--- src/rtl/core/kwm_pkg.sv ---
// ----------------------------------------------------------------------------
// kwm_pkg
// Shared types and constants of the K-way merge engine: field widths, the
// operation codes, the per-cell command and the candidate passed along the
// compare chain.
// ----------------------------------------------------------------------------
package kwm_pkg;

  localparam int unsigned OPCODE_W   = 2;
  localparam int unsigned LIST_IDX_W = 3;
  localparam int unsigned VALUE_W    = 32;

  typedef enum logic [OPCODE_W-1:0] {
    OP_LOAD  = 2'd0,
    OP_PULL  = 2'd1,
    OP_CLEAR = 2'd2
  } opcode_e;

  // Command broadcast from the sequencer to every cell.
  typedef struct packed {
    logic load;     // append data to the targeted list
    logic clear;    // empty all lists
    logic advance;  // step the targeted list past its head
    logic refill;   // data carries the targeted list's new head
  } cell_cmd_t;

  // Running minimum handed from cell to cell.
  typedef struct packed {
    logic                      found;
    logic signed [VALUE_W-1:0] value;
  } cand_t;

endpackage

--- src/rtl/core/kwm_cell.sv ---
// ----------------------------------------------------------------------------
// kwm_cell
// One list of the merge engine: its length, read position and cached head,
// plus one registered stage of the minimum compare chain.
// ----------------------------------------------------------------------------
module kwm_cell import kwm_pkg::*; #(
  parameter int unsigned IDX_W    = 3,
  parameter int unsigned LEN_W    = 9,
  parameter int unsigned CELL_IDX = 0
) (
  input  logic                      clk_i,
  input  logic                      rst_ni,
  input  cell_cmd_t                 cmd_i,
  input  logic [IDX_W-1:0]          tgt_i,
  input  logic signed [VALUE_W-1:0] data_i,
  input  cand_t                     cand_i,
  input  logic [IDX_W-1:0]          cand_idx_i,
  output cand_t                     cand_o,
  output logic [IDX_W-1:0]          cand_idx_o,
  output logic [LEN_W-1:0]          len_o,
  output logic [LEN_W-1:0]          pos_o
);

  logic [LEN_W-1:0]          len_q, len_d;
  logic [LEN_W-1:0]          pos_q, pos_d;
  logic signed [VALUE_W-1:0] head_q;
  cand_t                     cand_q, cand_d;
  logic [IDX_W-1:0]          cand_idx_q, cand_idx_d;
  logic                      hit;
  logic                      has_head;
  logic                      take;

  assign hit      = (tgt_i == IDX_W'(CELL_IDX));
  assign has_head = (pos_q != len_q);
  // Strict compare keeps the lower-numbered list on equal heads.
  assign take     = has_head && (!cand_i.found || (head_q < cand_i.value));

  always_comb begin
    len_d = len_q;
    pos_d = pos_q;
    if (cmd_i.clear) begin
      len_d = '0;
      pos_d = '0;
    end else begin
      if (cmd_i.load && hit) begin
        len_d = len_q + LEN_W'(1);
      end
      if (cmd_i.advance && hit) begin
        pos_d = pos_q + LEN_W'(1);
      end
    end
    if (take) begin
      cand_d.found = 1'b1;
      cand_d.value = head_q;
      cand_idx_d   = IDX_W'(CELL_IDX);
    end else begin
      cand_d     = cand_i;
      cand_idx_d = cand_idx_i;
    end
  end

  always_ff @(posedge clk_i or negedge rst_ni) begin
    if (!rst_ni) begin
      len_q      <= '0;
      pos_q      <= '0;
      cand_q     <= '0;
      cand_idx_q <= '0;
    end else begin
      len_q      <= len_d;
      pos_q      <= pos_d;
      cand_q     <= cand_d;
      cand_idx_q <= cand_idx_d;
    end
  end

  // A load into an empty list becomes the head at once; otherwise the head
  // is reloaded from the element store after an advance.
  always_ff @(posedge clk_i) begin
    if ((cmd_i.load && hit && !has_head) || (cmd_i.refill && hit)) begin
      head_q <= data_i;
    end
  end

  assign cand_o     = cand_q;
  assign cand_idx_o = cand_idx_q;
  assign len_o      = len_q;
  assign pos_o      = pos_q;

  a_pos_le_len: assert property (@(posedge clk_i) disable iff (!rst_ni)
    pos_q <= len_q)
    else $error("read position passed list length");

  a_advance_has_head: assert property (@(posedge clk_i) disable iff (!rst_ni)
    (cmd_i.advance && hit) |-> has_head)
    else $error("advance of an exhausted list");

  a_clear_empties: assert property (@(posedge clk_i) disable iff (!rst_ni)
    cmd_i.clear |=> (len_q == '0) && (pos_q == '0))
    else $error("clear did not empty the list");

endmodule

--- config.mk ---
export PLATFORM = sky130hd
export DESIGN_NAME = kwm_cell
export DESIGN_NICKNAME = d
export VERILOG_FILES = /design/src/rtl/core/kwm_pkg.sv /design/src/rtl/core/kwm_cell.sv
export SDC_FILE = /design/constraint.sdc
export NUM_CORES = 1
export LEC_CHECK = 0
export BUFFER_PORTS_ARGS = -buffer_cell sky130_fd_sc_hd__buf_2
export CAP_MARGIN = 0
export CORE_ASPECT_RATIO = 0.9
export CORE_UTILIZATION = 42
export DETAILED_ROUTE_END_ITERATION = 10
export PLACE_DENSITY = 0.7
export SLEW_MARGIN = 15
export SYNTH_ARGS = -nofsm -noshare
export SYNTH_HDL_FRONTEND = slang
export SYNTH_SLANG_ARGS = --single-unit
--- constraint.sdc ---
create_clock -name clk_i -period 11.7 [get_ports clk_i]
set_clock_uncertainty 0.1 [all_clocks]
set_input_delay 2.34 -clock clk_i [delete_from_list [all_inputs] [get_ports clk_i]]
set_output_delay 2.34 -clock clk_i [all_outputs]
set_load 0.05 [all_outputs]
Yosys cells after proc, flatten, opt, wreduce, memory -nomap -nowiden

Cells that the tools add are included.

$add $sub $neg: 2
Order comparisons: 1
Equality and inequality tests: 1
Muxes and demuxes: 6
Reduce and logical (&&, ||, !) cells: 12

Operator list:

| kind                                        | count |
|---|---|
| two-way mux 9 bit                           | 4 |
| two-way mux 33 bit                          | 1 |
| less-than comparator 32 bit                 | 1 |
| adder 9 x 1 -> 9 bit, second input constant | 2 |
| != test 9 bit                               | 1 |
| logical AND 1 bit                           | 5 |
| nonzero test 2 bit                          | 2 |
| zero test 3 bit                             | 1 |
| two-way mux 3 bit                           | 1 |
| zero test 1 bit                             | 2 |
| logical OR 1 bit                            | 2 |

Flip-flop bits (word level): 86
Bits of input ports: 77
Output and inout bits: 54
Logic and storage cells: 28

Depth between registers and ports, before layout

Gate-level depths: netlist of the first run.

Word-level depth: 4
Gate-level depth with buffers: 10
Depth with buffers taken out: 8

Worst setup path before layout of the first run

Ideal clock, no wire load.

Path type: input -> register
From: input tgt_i[0]
To: register head_q[0] (enable)
Setup time: 0.505 ns
Arrival: 5.553 ns
Required time: 11.095 ns
Path slack: 5.542 ns
Cell stages on the path: 1
Path buffers: 0
Cell sequence: nor4_1

Longest elaborated chain between the ends: 4
Elaborated cells on any way between the ends: 5
Those cells by class: reduce/logical (5)

Ends and longest elaborated chain:

| element                        | line           | RTL |
|---|---|---|
| from (decl)                    | kwm_cell.sv:14 | `input logic [IDX_W-1:0] tgt_i,` |
| zero test 3 bit *              | kwm_cell.sv:33 | `assign hit = (tgt_i == IDX_W'(CELL_IDX));` |
| logical AND 1 bit (2 in a row) | kwm_cell.sv:79 | `if ((cmd_i.load && hit && !has_head) \|\| (cmd_i.refill && hit)) begin` |
| logical OR 1 bit *             | kwm_cell.sv:79 |  |
| to (signal assigned)           | kwm_cell.sv:80 | `head_q <= data_i;` |
| to (decl)                      | kwm_cell.sv:26 | `logic signed [VALUE_W-1:0] head_q;` |

Every way passes the cells marked *; elsewhere a longest branch is shown, timed or not.
A chain may end at the register's enable or synchronous reset.

==> run summary, run 1 <==
status - complete, no violations
post-CTS sizing - 0
Via-to-Cell Ratio - 4.97
Final ANT Viol Nets - 0
RSZ-0062 raised after global routing - no
Setup TNS Final - 0 ns
critical path depth in cells - 9
Initial Utilization - 0.432
Crit. End Element - register
I/O Pins - 131
delay-heaviest family, CP - compound AO/OA/AOI/OAI gates
reg-to-reg slack, setup - 8.28 ns
crit path cell chain - buf_2 > inv_1 > ha_1 > nand4_1 > nor3_1 > a221oi_1 > nor4b_1 > a22o_2 > mux2_2
vias in the first global route - 3,028
Post-Syn Instances - 323
Post-synth EDFFs - 32
area delta synth->final - 23.5%
Worst EP arrival - 5.26 ns
Post-CTS Setup Bufs - 0
leakage - 2.55 nW
final core occ - 0.534
layout cells sized above 1 - 0.395
Hold-fix buffers, CTS - 0
critical path class - input port to register
die area - 10,400 um2
syn_nets - 433
initial antenna violation count - 0
Async SR Flop Fraction - 0.628
Critical Path Source - cand_i[31]
Critical Path Sink - cand_o[0]$_DFF_PN0_
Yosys top cell area share - 0.322
H-tree levels - 3
top post-synthesis cells by count - 54 x dfrtp_1, 37 x inv_1, 33 x ha_1
area leader, netlist - dfrtp_1
max-cap violation count - 0
FF-to-FF path depth - 7
DPL Wire Length - 6.54 mm
I/O Buffers - 130
Final min period - 5.12 ns
Wirelength per Cell - 15.0 um
largest net degree at the start of global routing - 55
hold crit path type - register to register
Setup WS pre-CTS - 6.19 ns
Cell Area, Synth - 4190 um2
cts bufs inserted - 9
# diodes - 0
first-pass GRT wire length - 14.4 mm
Buf/Inv on CP - 2
Nets - 569
DRT Pass-1 Iters - 4
CP peak stage delay - 0.96 ns
CTS tree - yes
startpoint class of the critical path - input port
routed vias - 2,930
unique cell type count in the Yosys netlist - 38
final setup violation count - 0
most common cell in the netlist - dfrtp_1
CP max stage cell - a22o_2
normalized max-slew margin - 0.250
Root Buffer - clkbuf_8
pin slew with the least headroom to its limit - 1.13 ns
final worst-path cycle share - 0.438
final wirelength - 8.86 mm
Max Slew Vio Count - 0
worst r2r dst - cand_o[0]$_DFF_PN0_
clock sink count - 86
DRC Markers - 0
sequential area share after synthesis - 0.551
Core ar. - 9700 um2
worst setup margin - 6.58 ns
total global-route track usage - 0.181
Clock Path Buffers - 2
synth warn - 0
gpl congestion - 0.833
clk_lat worst skew - 0.35 ns
Die X - 107 um
r2r startpoint - head_q[31]$_DFFE_PP_
critical path required time - 11.83 ns
synth top area cells - dfrtp_1 32%, edfxtp_1 23%, ha_1 9.8%
final hold vios - 0
Peak VDD IR - 0.0642 mV
Power Dens Cells - 130 nW/um2
die height - 96.8 um
Synth Area per Inst - 13.0 um2
clock-pin slew on the worst setup and hold paths - 0.09 ns
gr ovfl total - 0
Top FF cell, synth - dfrtp_1
largest fanout on the critical path - 35
fmax - 0.195 GHz
synthesis-stage register bit count - 86
# rows - 34
1st-iter DRT viols - 85
[cells in the final DEF, fill, tap and decap left out, types with 3 or more instances in the layout]
master	count
a21o_1	5
a21oi_1	15
and3_1	3
buf_2	130
clkbuf_8	9
dfrtp_1	54
edfxtp_1	32
ha_1	33
inv_1	37
mux2_1	3
mux2_4	26
nand2_1	12
nand3_1	4
nand4_1	13
nor2_1	21
o21ai_0	8
or3_1	5
xnor2_1	9
xor2_1	12
[per-stage QoR]
stage | hold slack, ns | cell area (um2) | std cells | power, mW
floorplan | 0.362 | 4190 | 323 | 0.418
global placement | 0.379 | 4970 | 574 | 0.454
detailed placement | 0.396 | 4970 | 574 | 0.457
CTS | 0.420 | 5180 | 589 | 0.683
global route | 0.436 | 5180 | 589 | 0.701
finish | 0.416 | 5180 | 589 | 0.675
[sequential cells by signal, summed over array words and instances, names as in the netlist]
register / cells
pos_o: 9
head_q: 32
len_o: 9
cand_idx_o: 3
cand_o: 33
[worst min path at each step]
stage                          from                    to  slack (ns)  cells past startpoint
2_1_floorplan  head_q[16]$_DFFE_PP_  cand_o[16]$_DFF_PN0_        0.36                      1
3_3_place_gp    head_q[1]$_DFFE_PP_   cand_o[1]$_DFF_PN0_        0.38                      1
3_5_place_dp    head_q[1]$_DFFE_PP_   cand_o[1]$_DFF_PN0_        0.40                      1
4_1_cts        head_q[16]$_DFFE_PP_  cand_o[16]$_DFF_PN0_        0.42                      1
5_1_grt        head_q[10]$_DFFE_PP_  cand_o[10]$_DFF_PN0_        0.44                      1
6_report       head_q[16]$_DFFE_PP_  cand_o[16]$_DFF_PN0_        0.42                      1
[routing by layer]
metal,GRT usage,share of wire,vias up
met3,0.0640,0.065,11
met1,0.207,0.41,1418
met5,0,0,-
met2,0.317,0.51,96
li1,-,-,1405
met4,0.0485,0.014,0
[worst reg2reg max path, stage by stage, from the launching register on]
cell	delay [ns]
edfxtp_1	0.42
ha_1	0.35
nand4_1	0.18
nor3_1	0.10
a221oi_1	0.46
nor4b_1	0.29
a22o_2	0.96
mux2_2	0.43
[power by group]
part           switching [mW]  total [mW]  internal [mW]  leakage, nW
Sequential            0.00515       0.332          0.327        0.963
Combinational          0.0759       0.117         0.0413         1.48
Clock                   0.107       0.226          0.119        0.105
[logic make-up (layout without fill, tap and decap cells)]
logic type      Yosys count  after routing  share of synthesized area
flops                    86             86                      0.551
mux                      33             33                      0.111
simple gates             69             69                     0.0886
xor+xnor                 21             21                     0.0439
buf+inv                  44            184                     0.0465
fa+ha+maj                33             33                     0.0984
compound gates           37             37                     0.0600
[area by class of cell]
class | count | area [um2]
fillers | 879 | 4520
flip-flops and latches | 86 | 2310
multi-input cells | 193 | 1690
repair buffers | 132 | 666
well taps | 126 | 158
inverters | 37 | 139
clock buffers | 9 | 124
clock inverters | 6 | 86.3
No activity file was read; power rests on OpenSTA's default activity.
==> inputs of run 2 (changes only) <==
==> constraint.sdc (replaced) <==
create_clock -name clk_i -period 4.9 [get_ports clk_i]
set_clock_uncertainty 0.1 [all_clocks]
set_input_delay 0.98 -clock clk_i [delete_from_list [all_inputs] [get_ports clk_i]]
set_output_delay 0.98 -clock clk_i [all_outputs]
set_load 0.05 [all_outputs]
==> run 2 against run 1 <==
  * Via count down 2.2%
  * Utilization down 0.27 points
  * Critical endpoint is now cand_o[4]$_DFF_PN0_
  * Sequential share of layout area up 0.23 points
  * Register-to-register slack worse by 6.9 ns
  * Largest cell class unchanged
  * Global-route usage up 0.13 points
  * Die area unchanged
==> run summary, run 2 (same netlist as run 1, synthesis figures left out) <==
1st-iter DRT viols - 93
Die X - 107 um
H-tree levels - 3
largest fanout on the critical path - 25
Hold-fix buffers, CTS - 0
dpl cell area - 4980 um2
post-CTS sizing - 0
area delta synth->final - 22.9%
die height - 96.8 um
routed vias - 2,867
DRC Markers - 0
final wirelength - 8.77 mm
Post-CTS Setup Bufs - 0
gr ovfl total - 0
r2r startpoint - head_q[23]$_DFFE_PP_
commonest cells after routing, fill and taps aside - 130 x buf_2, 54 x dfrtp_1, 37 x inv_1
CTS tree - yes
Final ANT Viol Nets - 0
total global-route track usage - 0.182
clk_lat worst skew - 0.35 ns
Hold WS - 0.411 ns
clock-pin slew on the worst setup and hold paths - 0.09 ns
pin slew with the least headroom to its limit - 0.774 ns
max-cap violation count - 0
normalized max-slew margin - 0.484
first-pass GRT wire length - 14.4 mm
final setup violation count - 0
Nets - 570
critical path class - input port to register
layout cells sized above 1 - 0.396
DPL Wire Length - 6.62 mm
startpoint class of the critical path - input port
I/O Buffers - 130
Crit. End Element - register
Core ar. - 9700 um2
# diodes - 0
Root Buffer - clkbuf_8
fillers - 877
fmax - 0.258 GHz
Max Slew Vio Count - 0
gpl congestion - 0.805
max reg flops - 33
DRT Pass-1 Iters - 7
Register Area - 2310 um2
Final min period - 3.88 ns
Finished Cell Area - 5150 um2
# rows - 34
Worst EP arrival - 4.01 ns
die area - 10,400 um2
clock sink count - 86
Setup TNS Final - 0 ns
cts bufs inserted - 9
I/O Pins - 131
critical path required time - 5.03 ns
Power Dens Cells - 293 nW/um2
final worst-path cycle share - 0.792
final hold vios - 0
vias in the first global route - 3,064
RSZ-0062 raised after global routing - no
commonest non-fill, non-tap cell in the layout - buf_2
Via-to-Cell Ratio - 4.85
Critical Path Source - cand_i[23]
leakage - 2.54 nW
status - complete, no violations
Wirelength per Cell - 14.8 um
min-delay src - head_q[0]$_DFFE_PP_
Peak VDD IR - 0.185 mV
initial antenna violation count - 0
area of the multi-input gates - 1700 um2
Clock Path Buffers - 2
hold crit path type - register to register
Initial Utilization - 0.432
largest net degree at the start of global routing - 55
-- run 2: power by group --
group / switching (mW) / internal (mW)
logic: 0.181 / 0.0987
clock network: 0.252 / 0.184
registers: 0.0126 / 0.780
-- run 2: final timing paths --
path	to	slack, ns	cells after the start
max	cand_o[4]$_DFF_PN0_	1.02	10
min	cand_o[0]$_DFF_PN0_	0.41	1
max reg2reg	cand_o[4]$_DFF_PN0_	1.39	8
min reg2reg	cand_o[0]$_DFF_PN0_	0.41	1
max in group asynchronous	cand_o[16]$_DFF_PN0_	3.54	2
min in group asynchronous	len_o[7]$_DFFE_PN0P_	0.64	2
-- run 2: per-layer routing --
layer,GRT usage,share of wire,vias to the layer above
met5,0,0,-
met2,0.305,0.49,101
met3,0.0546,0.061,8
met1,0.228,0.44,1351
met4,0.0474,0.0073,0
li1,-,-,1407
-- run 2: through the flow --
stage,power (mW),util,setup WS (ns),std cells
2_1_floorplan,0.999,-,0.995,323
3_3_place_gp,1.09,0.514,0.902,575
3_5_place_dp,1.09,0.514,0.655,575
4_1_cts,1.53,0.531,1.05,591
5_1_grt,1.58,0.531,0.872,591
6_report,1.51,0.531,1.02,591
-- run 2: area by class of cell --
type,count,share of cell area
clock buffers,10,0.0248
clock inverters,6,0.00777
inverters,37,0.0270
multi-input cells,193,0.330
flip-flops and latches,86,0.449
well taps,126,0.0306
repair buffers,133,0.131
-- run 2: worst max-delay path, stage by stage --
cell      delay, ns
buf_2          0.09
inv_1          0.04
ha_1           0.32
a21oi_1        0.18
o21ai_0        0.14
a221oi_1       0.50
nor4b_1        0.32
a22o_2         0.73
buf_4          0.36
mux2_1         0.35
==> inputs of run 3 (changes only) <==
==> constraint.sdc (replaced) <==
create_clock -name clk_i -period 3.7 [get_ports clk_i]
set_clock_uncertainty 0.1 [all_clocks]
set_input_delay 0.74 -clock clk_i [delete_from_list [all_inputs] [get_ports clk_i]]
set_output_delay 0.74 -clock clk_i [all_outputs]
set_load 0.05 [all_outputs]
==> run 3 against run 2 <==
  * Routed wire length grew 2.3%
  * Clock-buffer cell count unchanged
  * Combinational power increased by 35%
  * Largest power group unchanged
  * Sequential cell count unchanged
  * Worst hold slack got worse by 0.11 ns
==> run summary, run 3 (same netlist as run 1, synthesis figures left out) <==
Final ANT Viol Nets - 0
I/O Buffers - 130
Hold-fix buffers, CTS - 0
RSZ-0062 raised after global routing - no
commonest cells after routing, fill and taps aside - 129 x buf_2, 54 x dfrtp_1, 37 x inv_1
initial antenna violation count - 0
Via-to-Cell Ratio - 4.97
routed vias - 2,940
area delta synth->final - 23.9%
met2 wire length - 4.40 mm
CP max stage cell - a221oi_1
Setup TNS Final - 0 ns
Pwr Total - 2.07 mW
Core ar. - 9700 um2
final worst-path cycle share - 0.817
gpl congestion - 0.804
fillers - 873
Initial Utilization - 0.432
final hold vios - 0
Power Dens Cells - 398 nW/um2
post-CTS sizing - 0
metal3 WL - 570 um
Crit. End Element - register
Max Slew Vio Count - 0
Setup WS pre-CTS - 0.346 ns
Final min period - 3.02 ns
largest net degree at the start of global routing - 48
DRC Markers - 0
CTS tree - yes
normalized max-slew margin - 0.589
fmax - 0.331 GHz
final setup violation count - 0
total global-route track usage - 0.184
DPL Wire Length - 6.80 mm
vias in the first global route - 3,044
Wirelength per Cell - 15.2 um
hold crit path type - input port to asynchronous set/reset pin
max-cap violation count - 0
startpoint class of the critical path - input port
1st-iter DRT viols - 85
r2r startpoint - head_q[21]$_DFFE_PP_
layout cells sized above 1 - 0.397
critical path class - input port to register
Peak VDD IR - 0.183 mV
Layout Cells excl Fill - 592
Post-CTS Setup Bufs - 0
first-pass GRT wire length - 14.5 mm
Root Buffer - clkbuf_8
CP peak stage delay - 0.46 ns
die height - 96.8 um
die area - 10,400 um2
Placed Cells - 576
leakage - 2.56 nW
Critical Path Source - cand_i[21]
max layer used - met4
pin slew with the least headroom to its limit - 0.616 ns
status - complete, no violations
# rows - 34
DRT Pass-1 Iters - 4
gr ovfl total - 0
commonest non-fill, non-tap cell in the layout - buf_2
max reg flops - 33
critical path required time - 3.84 ns
I/O Pins - 131
Nets - 571
Clock Path Buffers - 2
largest fanout on the critical path - 14
crit path cell chain - buf_2 > inv_1 > ha_1 > a21oi_1 > o21ai_0 > a221oi_1 > nor4b_1 > a22o_2 > buf_4 > mux2_2
reg-to-reg slack, setup - 0.80 ns
clock sink count - 86
M1 wire length - 3.91 mm
worst setup margin - 0.676 ns
# diodes - 0
clock-pin slew on the worst setup and hold paths - 0.08 ns
clk_lat worst skew - 0.36 ns
Die X - 107 um
Worst EP arrival - 3.16 ns
H-tree levels - 3
final wirelength - 8.98 mm
cts bufs inserted - 9
-- run 3: cell count changes in the layout (fill, tap and decap cells not counted), sizes merged --
cell and change:
bufinv +1, clkinvlp -1, buf +1
-- run 3: worst paths after layout --
check                                            end  cells past startpoint
worst max register to register   cand_o[3]$_DFF_PN0_                      8
worst min register to register   cand_o[1]$_DFF_PN0_                      1
max in group asynchronous       cand_o[22]$_DFF_PN0_                      2
worst min-delay path            len_o[5]$_DFFE_PN0P_                      1
worst max-delay path             cand_o[3]$_DFF_PN0_                     10
min in group clk_i               cand_o[1]$_DFF_PN0_                      1
-- run 3: layout make-up --
type | instances | area (um2) | area share
Clock inverter | 6 | 62.6 | 0.0120
Timing Repair Buffer | 134 | 696 | 0.134
Tap cell | 126 | 158 | 0.0303
Clock buffer | 10 | 128 | 0.0246
Multi-Input combinational cell | 193 | 1700 | 0.328
Sequential cell | 86 | 2310 | 0.445
Inverter | 37 | 139 | 0.0267
-- run 3: metal layers --
layer	vias up	global-route usage
met4	0	0.0622
met5	-	0
met3	10	0.0553
met2	93	0.307
li1	1417	-
met1	1420	0.226
-- run 3: critical path: cells and delay by family --
kind / cells / cell delay (ns)
buffers and inverters: 3 / 0.42
and+or+nand+nor: 1 / 0.31
muxes: 1 / 0.36
AOI/OAI and AO/OA: 4 / 1.02
adders and majority gates: 1 / 0.32
-- run 3: stage by stage --
step,hold slack (ns),utilization,instance area (um2)
after detailed placement,0.384,0.516,5000
after global routing,0.337,0.536,5200
after floorplan,0.344,-,4210
after CTS,0.406,0.536,5190
final,0.303,0.536,5200
after global placement,0.382,0.516,5000
-- run 3: where the power goes --
group	internal, mW	switching, mW
Clock	0.311	0.332
Combinational	0.134	0.244
Sequential	1.03	0.0165
Total	1.48	0.592
